==> src/hdlc_frame_encoder_defines.svh <==
// ----------------------------------------------------------------------------
// HDLC frame encoder assertion macros
// Shared property templates for the checks placed at the end of the top level.
// ----------------------------------------------------------------------------
`ifndef HDLC_FRAME_ENCODER_DEFINES_SVH
`define HDLC_FRAME_ENCODER_DEFINES_SVH

// The consequent must hold in the same cycle as the antecedent.
`define HFE_ASSERT_SAME(label, ante, cons, msg) \
    label: assert property (@(posedge i_clk) disable iff (!i_rst_n) \
        (ante) |-> (cons)) else $error(msg);

// The consequent must hold in the cycle after the antecedent.
`define HFE_ASSERT_NEXT(label, ante, cons, msg) \
    label: assert property (@(posedge i_clk) disable iff (!i_rst_n) \
        (ante) |=> (cons)) else $error(msg);

`endif

==> src/hdlc_pkg.sv <==
// ----------------------------------------------------------------------------
// HDLC frame encoder package
// Chunk codes, controller/datapath interface types, bit stuffing and CRC
// functions shared by the encoder modules.
// ----------------------------------------------------------------------------
package hdlc_pkg;

    localparam logic [1:0]  KIND_FLAG = 2'd0;
    localparam logic [1:0]  KIND_HDR  = 2'd1;
    localparam logic [1:0]  KIND_DATA = 2'd2;
    localparam logic [1:0]  KIND_FCS  = 2'd3;

    localparam logic [7:0]  FLAG_BYTE = 8'h7E;
    localparam logic [7:0]  HDR2_BYTE = 8'h03;
    localparam logic [7:0]  HDR3_BYTE = 8'hCC;
    localparam logic [15:0] CRC_POLY  = 16'h8408;
    localparam logic [15:0] CRC_INIT  = 16'hFFFF;
    localparam logic [2:0]  STUFF_RUN = 3'd5;

    // Which chunk of a frame the datapath forms in this cycle.
    typedef enum logic [2:0] {
        STEP_FLAG = 3'd0,
        STEP_HDR0 = 3'd1,
        STEP_HDR1 = 3'd2,
        STEP_HDR2 = 3'd3,
        STEP_HDR3 = 3'd4,
        STEP_DATA = 3'd5,
        STEP_FCS0 = 3'd6,
        STEP_FCS1 = 3'd7
    } t_step;

    typedef struct packed {
        logic  load;         // latch the accepted payload byte
        logic  emit;         // form one chunk into the output register
        t_step step;
        logic  frame_start;  // opening flag of a frame: restart the CRC
        logic  last;         // final chunk of the current transaction
    } t_dp_cmd;

    typedef struct packed {
        logic out_free;      // output register can take a chunk this cycle
    } t_dp_sts;

    typedef struct packed {
        logic [9:0] bits;
        logic [3:0] len;
        logic [2:0] ones;
    } t_chunk;

    // Serializes one byte LSB first, inserting a zero after five ones.
    function automatic t_chunk stuff_byte(input logic [7:0] b, input logic [2:0] ones);
        t_chunk     c;
        logic [3:0] n;
        logic [2:0] run;
        c   = '0;
        n   = '0;
        run = ones;
        for (int i = 0; i < 8; i++) begin
            if (run >= STUFF_RUN) begin
                n   = n + 4'd1;
                run = '0;
            end
            c.bits[n] = b[i];
            n         = n + 4'd1;
            run       = b[i] ? (run + 3'd1) : 3'd0;
        end
        c.len  = n;
        c.ones = run;
        return c;
    endfunction

    // A flag never gets stuffed itself, but a pending stuff bit goes first.
    function automatic t_chunk flag_chunk(input logic [2:0] ones);
        t_chunk c;
        c = '0;
        if (ones == STUFF_RUN) begin
            c.bits = {1'b0, FLAG_BYTE, 1'b0};
            c.len  = 4'd9;
        end else begin
            c.bits = {2'b00, FLAG_BYTE};
            c.len  = 4'd8;
        end
        c.ones = '0;
        return c;
    endfunction

    // Reflected CRC-16 update over one byte, LSB first.
    function automatic logic [15:0] crc_byte(input logic [15:0] crc, input logic [7:0] b);
        logic [15:0] c;
        c = crc;
        for (int i = 0; i < 8; i++) begin
            if ((c[0] ^ b[i]) == 1'b1) begin
                c = (c >> 1) ^ CRC_POLY;
            end else begin
                c = c >> 1;
            end
        end
        return c;
    endfunction

endpackage

==> src/hdlc_ctrl.sv <==
// ----------------------------------------------------------------------------
// HDLC frame encoder controller
// Walks one transaction through flag, header, payload and FCS chunks and
// issues one chunk command per cycle while the output register has room.
// ----------------------------------------------------------------------------
module hdlc_ctrl (
    input  logic              i_clk,
    input  logic              i_rst_n,
    input  logic              i_valid,
    output logic              o_ready,
    input  logic              i_func,
    input  logic              i_first_byte,
    input  logic              i_last_byte,
    input  hdlc_pkg::t_dp_sts i_sts,
    output hdlc_pkg::t_dp_cmd o_cmd
);

    typedef enum logic [8:0] {
        ST_IDLE = 9'b000000001,
        ST_FLAG = 9'b000000010,
        ST_HDR0 = 9'b000000100,
        ST_HDR1 = 9'b000001000,
        ST_HDR2 = 9'b000010000,
        ST_HDR3 = 9'b000100000,
        ST_DATA = 9'b001000000,
        ST_FCS0 = 9'b010000000,
        ST_FCS1 = 9'b100000000
    } t_state;

    t_state r_state, n_state;
    logic   r_func, n_func;
    logic   r_last, n_last;
    logic   accept;

    assign o_ready = (r_state == ST_IDLE);
    assign accept  = i_valid && o_ready;

    always_comb begin
        n_state           = r_state;
        n_func            = r_func;
        n_last            = r_last;
        o_cmd             = '0;
        o_cmd.load        = accept;
        o_cmd.step        = hdlc_pkg::STEP_FLAG;
        unique case (r_state)
            ST_IDLE: begin
                if (accept) begin
                    n_func  = i_func;
                    n_last  = i_last_byte;
                    n_state = (i_func || i_first_byte) ? ST_FLAG : ST_DATA;
                end
            end
            ST_FLAG: begin
                o_cmd.emit        = i_sts.out_free;
                o_cmd.step        = hdlc_pkg::STEP_FLAG;
                o_cmd.frame_start = !r_func;
                o_cmd.last        = r_func;
                if (i_sts.out_free) begin
                    n_state = r_func ? ST_IDLE : ST_HDR0;
                end
            end
            ST_HDR0: begin
                o_cmd.emit = i_sts.out_free;
                o_cmd.step = hdlc_pkg::STEP_HDR0;
                if (i_sts.out_free) begin
                    n_state = ST_HDR1;
                end
            end
            ST_HDR1: begin
                o_cmd.emit = i_sts.out_free;
                o_cmd.step = hdlc_pkg::STEP_HDR1;
                if (i_sts.out_free) begin
                    n_state = ST_HDR2;
                end
            end
            ST_HDR2: begin
                o_cmd.emit = i_sts.out_free;
                o_cmd.step = hdlc_pkg::STEP_HDR2;
                if (i_sts.out_free) begin
                    n_state = ST_HDR3;
                end
            end
            ST_HDR3: begin
                o_cmd.emit = i_sts.out_free;
                o_cmd.step = hdlc_pkg::STEP_HDR3;
                if (i_sts.out_free) begin
                    n_state = ST_DATA;
                end
            end
            ST_DATA: begin
                o_cmd.emit = i_sts.out_free;
                o_cmd.step = hdlc_pkg::STEP_DATA;
                o_cmd.last = !r_last;
                if (i_sts.out_free) begin
                    n_state = r_last ? ST_FCS0 : ST_IDLE;
                end
            end
            ST_FCS0: begin
                o_cmd.emit = i_sts.out_free;
                o_cmd.step = hdlc_pkg::STEP_FCS0;
                if (i_sts.out_free) begin
                    n_state = ST_FCS1;
                end
            end
            ST_FCS1: begin
                o_cmd.emit = i_sts.out_free;
                o_cmd.step = hdlc_pkg::STEP_FCS1;
                o_cmd.last = 1'b1;
                if (i_sts.out_free) begin
                    n_state = ST_IDLE;
                end
            end
            default: begin
                n_state = ST_IDLE;
            end
        endcase
    end

    always_ff @(posedge i_clk) begin
        if (!i_rst_n) begin
            r_state <= ST_IDLE;
            r_func  <= 1'b0;
            r_last  <= 1'b0;
        end else begin
            r_state <= n_state;
            r_func  <= n_func;
            r_last  <= n_last;
        end
    end

endmodule

==> src/hdlc_dp.sv <==
// ----------------------------------------------------------------------------
// HDLC frame encoder datapath
// Holds the DLCI, payload byte, ones run and running CRC, forms one stuffed
// chunk per command and keeps it in the output register until it is taken.
// ----------------------------------------------------------------------------
module hdlc_dp (
    input  logic              i_clk,
    input  logic              i_rst_n,
    input  logic              i_dlci_we,
    input  logic [9:0]        i_dlci,
    input  logic [7:0]        i_data_byte,
    input  hdlc_pkg::t_dp_cmd i_cmd,
    output hdlc_pkg::t_dp_sts o_sts,
    input  logic              i_ready,
    output logic              o_valid,
    output logic [9:0]        o_chunk_bits,
    output logic [3:0]        o_chunk_len,
    output logic [1:0]        o_chunk_kind,
    output logic              o_last
);

    logic [9:0]       r_dlci;
    logic [7:0]       r_data;
    logic [2:0]       r_ones, n_ones;
    logic [15:0]      r_crc, n_crc;
    logic             r_valid, n_valid;
    logic [9:0]       r_bits;
    logic [3:0]       r_len;
    logic [1:0]       r_kind;
    logic             r_last;
    logic [7:0]       byte_sel;
    logic [1:0]       kind_sel;
    logic [15:0]      fcs;
    hdlc_pkg::t_chunk chunk;

    assign o_sts.out_free = !r_valid || i_ready;
    assign fcs            = ~r_crc;

    always_comb begin
        unique case (i_cmd.step)
            hdlc_pkg::STEP_FLAG: begin
                byte_sel = hdlc_pkg::FLAG_BYTE;
                kind_sel = hdlc_pkg::KIND_FLAG;
            end
            hdlc_pkg::STEP_HDR0: begin
                byte_sel = {r_dlci[9:4], 2'b00};
                kind_sel = hdlc_pkg::KIND_HDR;
            end
            hdlc_pkg::STEP_HDR1: begin
                byte_sel = {r_dlci[3:0], 4'b0000};
                kind_sel = hdlc_pkg::KIND_HDR;
            end
            hdlc_pkg::STEP_HDR2: begin
                byte_sel = hdlc_pkg::HDR2_BYTE;
                kind_sel = hdlc_pkg::KIND_HDR;
            end
            hdlc_pkg::STEP_HDR3: begin
                byte_sel = hdlc_pkg::HDR3_BYTE;
                kind_sel = hdlc_pkg::KIND_HDR;
            end
            hdlc_pkg::STEP_DATA: begin
                byte_sel = r_data;
                kind_sel = hdlc_pkg::KIND_DATA;
            end
            hdlc_pkg::STEP_FCS0: begin
                byte_sel = fcs[7:0];
                kind_sel = hdlc_pkg::KIND_FCS;
            end
            hdlc_pkg::STEP_FCS1: begin
                byte_sel = fcs[15:8];
                kind_sel = hdlc_pkg::KIND_FCS;
            end
            default: begin
                byte_sel = hdlc_pkg::FLAG_BYTE;
                kind_sel = hdlc_pkg::KIND_FLAG;
            end
        endcase

        if (i_cmd.step == hdlc_pkg::STEP_FLAG) begin
            chunk = hdlc_pkg::flag_chunk(r_ones);
        end else begin
            chunk = hdlc_pkg::stuff_byte(byte_sel, r_ones);
        end
    end

    always_comb begin
        n_ones  = r_ones;
        n_crc   = r_crc;
        n_valid = r_valid && !i_ready;
        if (i_cmd.emit) begin
            n_ones  = chunk.ones;
            n_valid = 1'b1;
            priority case (i_cmd.step)
                hdlc_pkg::STEP_FLAG: begin
                    if (i_cmd.frame_start) begin
                        n_crc = hdlc_pkg::CRC_INIT;
                    end
                end
                hdlc_pkg::STEP_FCS0: begin
                    n_crc = r_crc;
                end
                hdlc_pkg::STEP_FCS1: begin
                    n_crc = hdlc_pkg::CRC_INIT;
                end
                default: begin
                    // Header and payload bytes are covered by the frame check.
                    n_crc = hdlc_pkg::crc_byte(r_crc, byte_sel);
                end
            endcase
        end
    end

    always_ff @(posedge i_clk) begin
        if (!i_rst_n) begin
            r_dlci  <= '0;
            r_ones  <= '0;
            r_crc   <= hdlc_pkg::CRC_INIT;
            r_valid <= 1'b0;
        end else begin
            if (i_dlci_we) begin
                r_dlci <= i_dlci;
            end
            r_ones  <= n_ones;
            r_crc   <= n_crc;
            r_valid <= n_valid;
        end
    end

    always_ff @(posedge i_clk) begin
        if (i_cmd.load) begin
            r_data <= i_data_byte;
        end
        if (i_cmd.emit) begin
            r_bits <= chunk.bits;
            r_len  <= chunk.len;
            r_kind <= kind_sel;
            r_last <= i_cmd.last;
        end
    end

    assign o_valid      = r_valid;
    assign o_chunk_bits = r_bits;
    assign o_chunk_len  = r_len;
    assign o_chunk_kind = r_kind;
    assign o_last       = r_last;

endmodule

==> src/hdlc_frame_encoder.sv <==
// ----------------------------------------------------------------------------
// HDLC frame encoder
// Frames payload bytes with flag, DLCI header, zero-bit stuffing and a
// CRC-16/X.25 frame check, producing one line chunk per output transaction.
// ----------------------------------------------------------------------------
// Usage:
// The input channel (i_valid/o_ready) carries one payload byte with first and
// last marks, or an idle request (i_func high) that asks for one flag.
// The output channel (o_valid/i_ready) carries chunks of up to ten line bits,
// bit 0 first; o_last marks the final chunk caused by an input transaction.
// An input yields 1 to 8 chunks: flag, four header bytes, the payload byte
// and two FCS bytes as the marks require. The controller forms one chunk per
// cycle into the output register while that register has room. An accepted
// input first sets the state register to its first chunk step, and that chunk
// is then registered in the output register. The sequencer handles one input
// at a time; the next input is taken while the final chunk still waits in the
// output register. When i_ready is low the output register holds its chunk and
// the sequencer waits. The DLCI is written through i_dlci_we/i_dlci while idle.
// Synchronous reset clears the DLCI, the ones run and the output valid, and
// sets the running CRC to all ones.
// ----------------------------------------------------------------------------
`include "hdlc_frame_encoder_defines.svh"

module hdlc_frame_encoder (
    input  logic       i_clk,
    input  logic       i_rst_n,
    input  logic       i_dlci_we,
    input  logic [9:0] i_dlci,
    input  logic       i_valid,
    output logic       o_ready,
    input  logic       i_func,
    input  logic [7:0] i_data_byte,
    input  logic       i_first_byte,
    input  logic       i_last_byte,
    output logic       o_valid,
    input  logic       i_ready,
    output logic [9:0] o_chunk_bits,
    output logic [3:0] o_chunk_len,
    output logic [1:0] o_chunk_kind,
    output logic       o_last
);

    hdlc_pkg::t_dp_cmd cmd;
    hdlc_pkg::t_dp_sts sts;

    hdlc_ctrl u_ctrl (
        .i_clk        (i_clk),
        .i_rst_n      (i_rst_n),
        .i_valid      (i_valid),
        .o_ready      (o_ready),
        .i_func       (i_func),
        .i_first_byte (i_first_byte),
        .i_last_byte  (i_last_byte),
        .i_sts        (sts),
        .o_cmd        (cmd)
    );

    hdlc_dp u_dp (
        .i_clk        (i_clk),
        .i_rst_n      (i_rst_n),
        .i_dlci_we    (i_dlci_we),
        .i_dlci       (i_dlci),
        .i_data_byte  (i_data_byte),
        .i_cmd        (cmd),
        .o_sts        (sts),
        .i_ready      (i_ready),
        .o_valid      (o_valid),
        .o_chunk_bits (o_chunk_bits),
        .o_chunk_len  (o_chunk_len),
        .o_chunk_kind (o_chunk_kind),
        .o_last       (o_last)
    );

    // A flag chunk carries at most one leading stuff bit.
    `HFE_ASSERT_SAME(a_flag_len, o_valid && (o_chunk_kind == hdlc_pkg::KIND_FLAG), (o_chunk_len == 4'd8) || (o_chunk_len == 4'd9), "flag chunk has a bad length")

    // A stuffed byte is eight to ten bits long.
    `HFE_ASSERT_SAME(a_chunk_len, o_valid, (o_chunk_len >= 4'd8) && (o_chunk_len <= 4'd10), "chunk length out of range")

    // Line bits beyond the length of an eight-bit chunk stay zero.
    `HFE_ASSERT_SAME(a_bits_clean, o_valid && (o_chunk_len == 4'd8), o_chunk_bits[9:8] == 2'b00, "bits beyond chunk length are set")

    // Every accepted transaction produces at least one chunk before the next.
    `HFE_ASSERT_NEXT(a_busy_after_accept, i_valid && o_ready, !o_ready, "sequencer idle after acceptance")

endmodule

==> config.mk <==
export PLATFORM = sky130hd
export DESIGN_NAME = hdlc_frame_encoder
export DESIGN_NICKNAME = d
export VERILOG_FILES = /design/src/hdlc_pkg.sv /design/src/hdlc_ctrl.sv /design/src/hdlc_dp.sv /design/src/hdlc_frame_encoder.sv
export VERILOG_INCLUDE_DIRS = /design/src /design/src/src
export SDC_FILE = /design/constraint.sdc
export NUM_CORES = 1
export LEC_CHECK = 0
export BUFFER_PORTS_ARGS = -buffer_cell sky130_fd_sc_hd__buf_2
export CORE_AREA = 2 2 100 126
export DETAILED_ROUTE_END_ITERATION = 7
export DIE_AREA = 0 0 102 128
export GPL_ROUTABILITY_DRIVEN = 0
export PLACE_DENSITY = 0.83
export SLEW_MARGIN = 25
export SYNTH_ARGS = -nofsm -noshare
export SYNTH_HDL_FRONTEND = slang
export SYNTH_SLANG_ARGS = --single-unit
==> constraint.sdc <==
create_clock -name i_clk -period 8.4 [get_ports i_clk]
set_input_delay 0.84 -clock i_clk [delete_from_list [all_inputs] [get_ports i_clk]]
set_output_delay 0.84 -clock i_clk [all_outputs]
set_load 0.02 [all_outputs]
==> results.md <==
- Clock sink total: 66
- Netlist cell types: 90
- First-pass GRT wire length: about 27 mm
- Num CTS Buffers: 9
- Worst Setup Start Kind: register
- Slew Viols, Final: 0
- Pre-Repair DR Iteration Count: 5
- Fraction of layout cells with a size suffix above 1: 0.219
- CP Max Fanout: 9
- Clk Latency, worst-skew pair: between 0.3 and 0.4 ns
- Max_cap viols: 0
- Root buf cell: clkbuf_16
- Initial antenna violation count: 0
- Relative slew slack: 0.456
- Crit path largest cell delay: 0.69 ns
- Crit share post-route: 0.967
- Warnings, synthesis: 0
- DR vias: between 6000 and 7000
- Placed wire-length estimate: 12.5 mm
- Yosys top cell area share: 0.133
- Initial Utilization: 0.518
- Global Route Usage Sum: 0.262
- Die ar.: ~0.013 mm^2
- Gate Count Post-Synth: 730
- Drt drc: 0
- Overall Power: around 3.6 mW
- Clock buffer depth: 2
- Crit path DAT: 8.21 ns
- Synth async-reset ratio: 0
- Final hold slack: about 0.49 ns
- H-Tree Depth: 3
- Register bit total from synthesis: 66
- Ys flop type: dfxtp_1
- Final instance area: between 0.007 and 0.008 mm^2
- Vias in the first global route: 5800
- Core ar.: 0.0119 mm^2
- Clk slew on worst S/H paths: roughly 0.060 ns
- Net Count, Synth: approximately 800
- Yosys top cell by area: dfxtp_1
- Most instantiated library cell after synthesis: nand2_1
- Status: finished clean
- Final setup violating endpoints: 0
- Diode count: 0
- Mapped Area: 0.00618 mm^2
- DP Area: between 0.006 and 0.007 mm^2
- Iter 0 DRT Violations: 491
- Sequential area share after synthesis: 0.254
- HP Class: reg -> reg
- Die Wd: between 100 and 150 um
- CP max-delay cell: or4b_2
- Number of synthesized flops with an enable pin: 25
- CTS tree: yes
- CP endpoint kind: register
- Via/cell ratio: 6.34
- Fin. Hold Viols: 0
- WHS Path Cells: 2
- Commonest cells in the synthesized netlist: nand2_1, dfxtp_1, ha_1, inv_1, xnor2_1
- DRT Wirelength: 17.2 mm
- Port bufs: 44
- F_max: roughly 120 MHz
- Worst Reg-to-Reg Cells: 36
- Top-level I/O count: 45
- Final #Nets: ~850
- Minimum clock period: between 8 and 9 ns
- FP Rows: 45
- Area contributors post-synth: dfxtp_1, edfxtp_1, ha_1
- Avg Synthesized Cell Area: around 8.5 um^2
- Worst EP required: around 8.5 ns
- Worst-Margin Slew: 0.807 ns
- Die Height: 128 um
- Crit path kind: reg -> reg
- Gr ovfl total: 0
- Layout Skew: about 0.0076 ns
- Largest net degree at the start of global routing: between 40 and 50
- Cell mode on critical path: ha_2
- Hold buffers post-CTS: 0
- Wirelength per Cell: between 15 and 20 um
- PwrDens: between 400 and 500 mW/mm^2
- Peak supply drop: 0.495 mV
- Static leakage: around 2.9 nW
- ANT nets after route: 0
- Area growth syn-to-layout: 18.3%
==> final timing paths <==
path | startpoint | endpoint | slack [ns]
max | u_ctrl.r_state[0]$_SDFFE_PN1P_ | u_dp.o_chunk_bits[7]$_DFFE_PP_ | 0.27
min | u_ctrl.r_last$_SDFFE_PN0P_ | u_ctrl.r_last$_SDFFE_PN0P_ | 0.49
max reg2reg | u_ctrl.r_state[0]$_SDFFE_PN1P_ | u_dp.o_chunk_bits[7]$_DFFE_PP_ | 0.27
min reg2reg | u_ctrl.r_last$_SDFFE_PN0P_ | u_ctrl.r_last$_SDFFE_PN0P_ | 0.49
==> state kept, by name, summed over array words and instances, names as in the netlist <==
| register | flops |
|---|---|
| u_ctrl.r_func | 1 |
| u_ctrl.r_last | 1 |
| u_ctrl.r_state | 9 |
| u_dp.o_chunk_bits | 10 |
| u_dp.o_chunk_kind | 2 |
| u_dp.o_chunk_len | 4 |
| u_dp.o_last | 1 |
| u_dp.o_valid | 1 |
| u_dp.r_crc | 16 |
| u_dp.r_data | 8 |
| u_dp.r_dlci | 10 |
| u_dp.r_ones | 3 |
==> logic make-up (layout without fill, tap and decap cells) <==
logic type	Yosys count	in the layout	synth area share
AOI/OAI and AO/OA	177	177	0.218
buffers and inverters	79	145	0.0508
and+or+nand+nor	279	279	0.246
DFF	66	66	0.254
muxes	32	32	0.0524
adders and majority gates	37	37	0.0761
xor gates and xnor gates	60	60	0.102
==> metrics by stage <==
stage	instances	setup TNS, ns	worst slack [ns]	utilization
after global routing	960	-0.411	-0.101	0.613
after global placement	934	0	0.170	0.563
final	960	0	0.274	0.613
after floorplan	730	0	0.203	-
after detailed placement	934	-0.0981	-0.0336	0.563
after CTS	953	0	0.0392	0.592
==> layout by cell type, fill, tap and decap left out, types with 17 or more instances in the layout <==
cell	count
o21ai_0	24
nor2_1	33
dfxtp_1	39
inv_1	36
nand4_1	17
xnor2_1	30
buf_2	44
xor2_1	17
nor3_1	18
mux2i_1	29
edfxtp_1	25
nand3_1	19
nand2_1	71
nor2b_1	24
ha_1	31
buf_4	47
==> power by group <==
group          switching [mW]  leakage [nW]  internal (mW)  total (mW)
clock network           0.142         0.157          0.240       0.382
logic                    1.61          2.20           1.25        2.86
registers              0.0130         0.556          0.364       0.377
total                    1.77          2.91           1.85        3.62
==> per-layer routing <==
| metal | GRT usage | share of wire | vias to the layer above |
|---|---|---|---|
| met3 | 0.0436 | 0.060 | 97 |
| met2 | 0.443 | 0.50 | 308 |
| met4 | 0.192 | 0.070 | 0 |
| met1 | 0.293 | 0.37 | 2846 |
| li1 | - | - | 2840 |
| met5 | 0 | 0 | - |
==> cell type report <==
type	instances	area (um^2)
fillers	972	4620
multi-input cells	585	4500
flip-flops and latches	66	1570
repair buffers	92	584
clock buffers	12	283
well taps	164	205
inverters	37	139
clock inverters	4	28.8
==> worst max-delay path: cells and delay by family, from the launching register on <==
kind            cells  cell delay [ns]
simple gates       13             3.15
compound gates     10             2.10
fa+ha+maj           6             1.36
xor+xnor            4             0.66
flops               1             0.35
buf+inv             3             0.26
==> what timing repair did <==
action / 4_1_cts / 5_1_grt
gates resized for setup: 2 / 37
buffers inserted: 3 / 7
hold endpoints to repair: 0 / 0
cloned: 0 / 0
setup endpoints to repair: 6 / 13
pin swaps: 1 / 14
No activity file was read; power rests on OpenSTA's default activity.
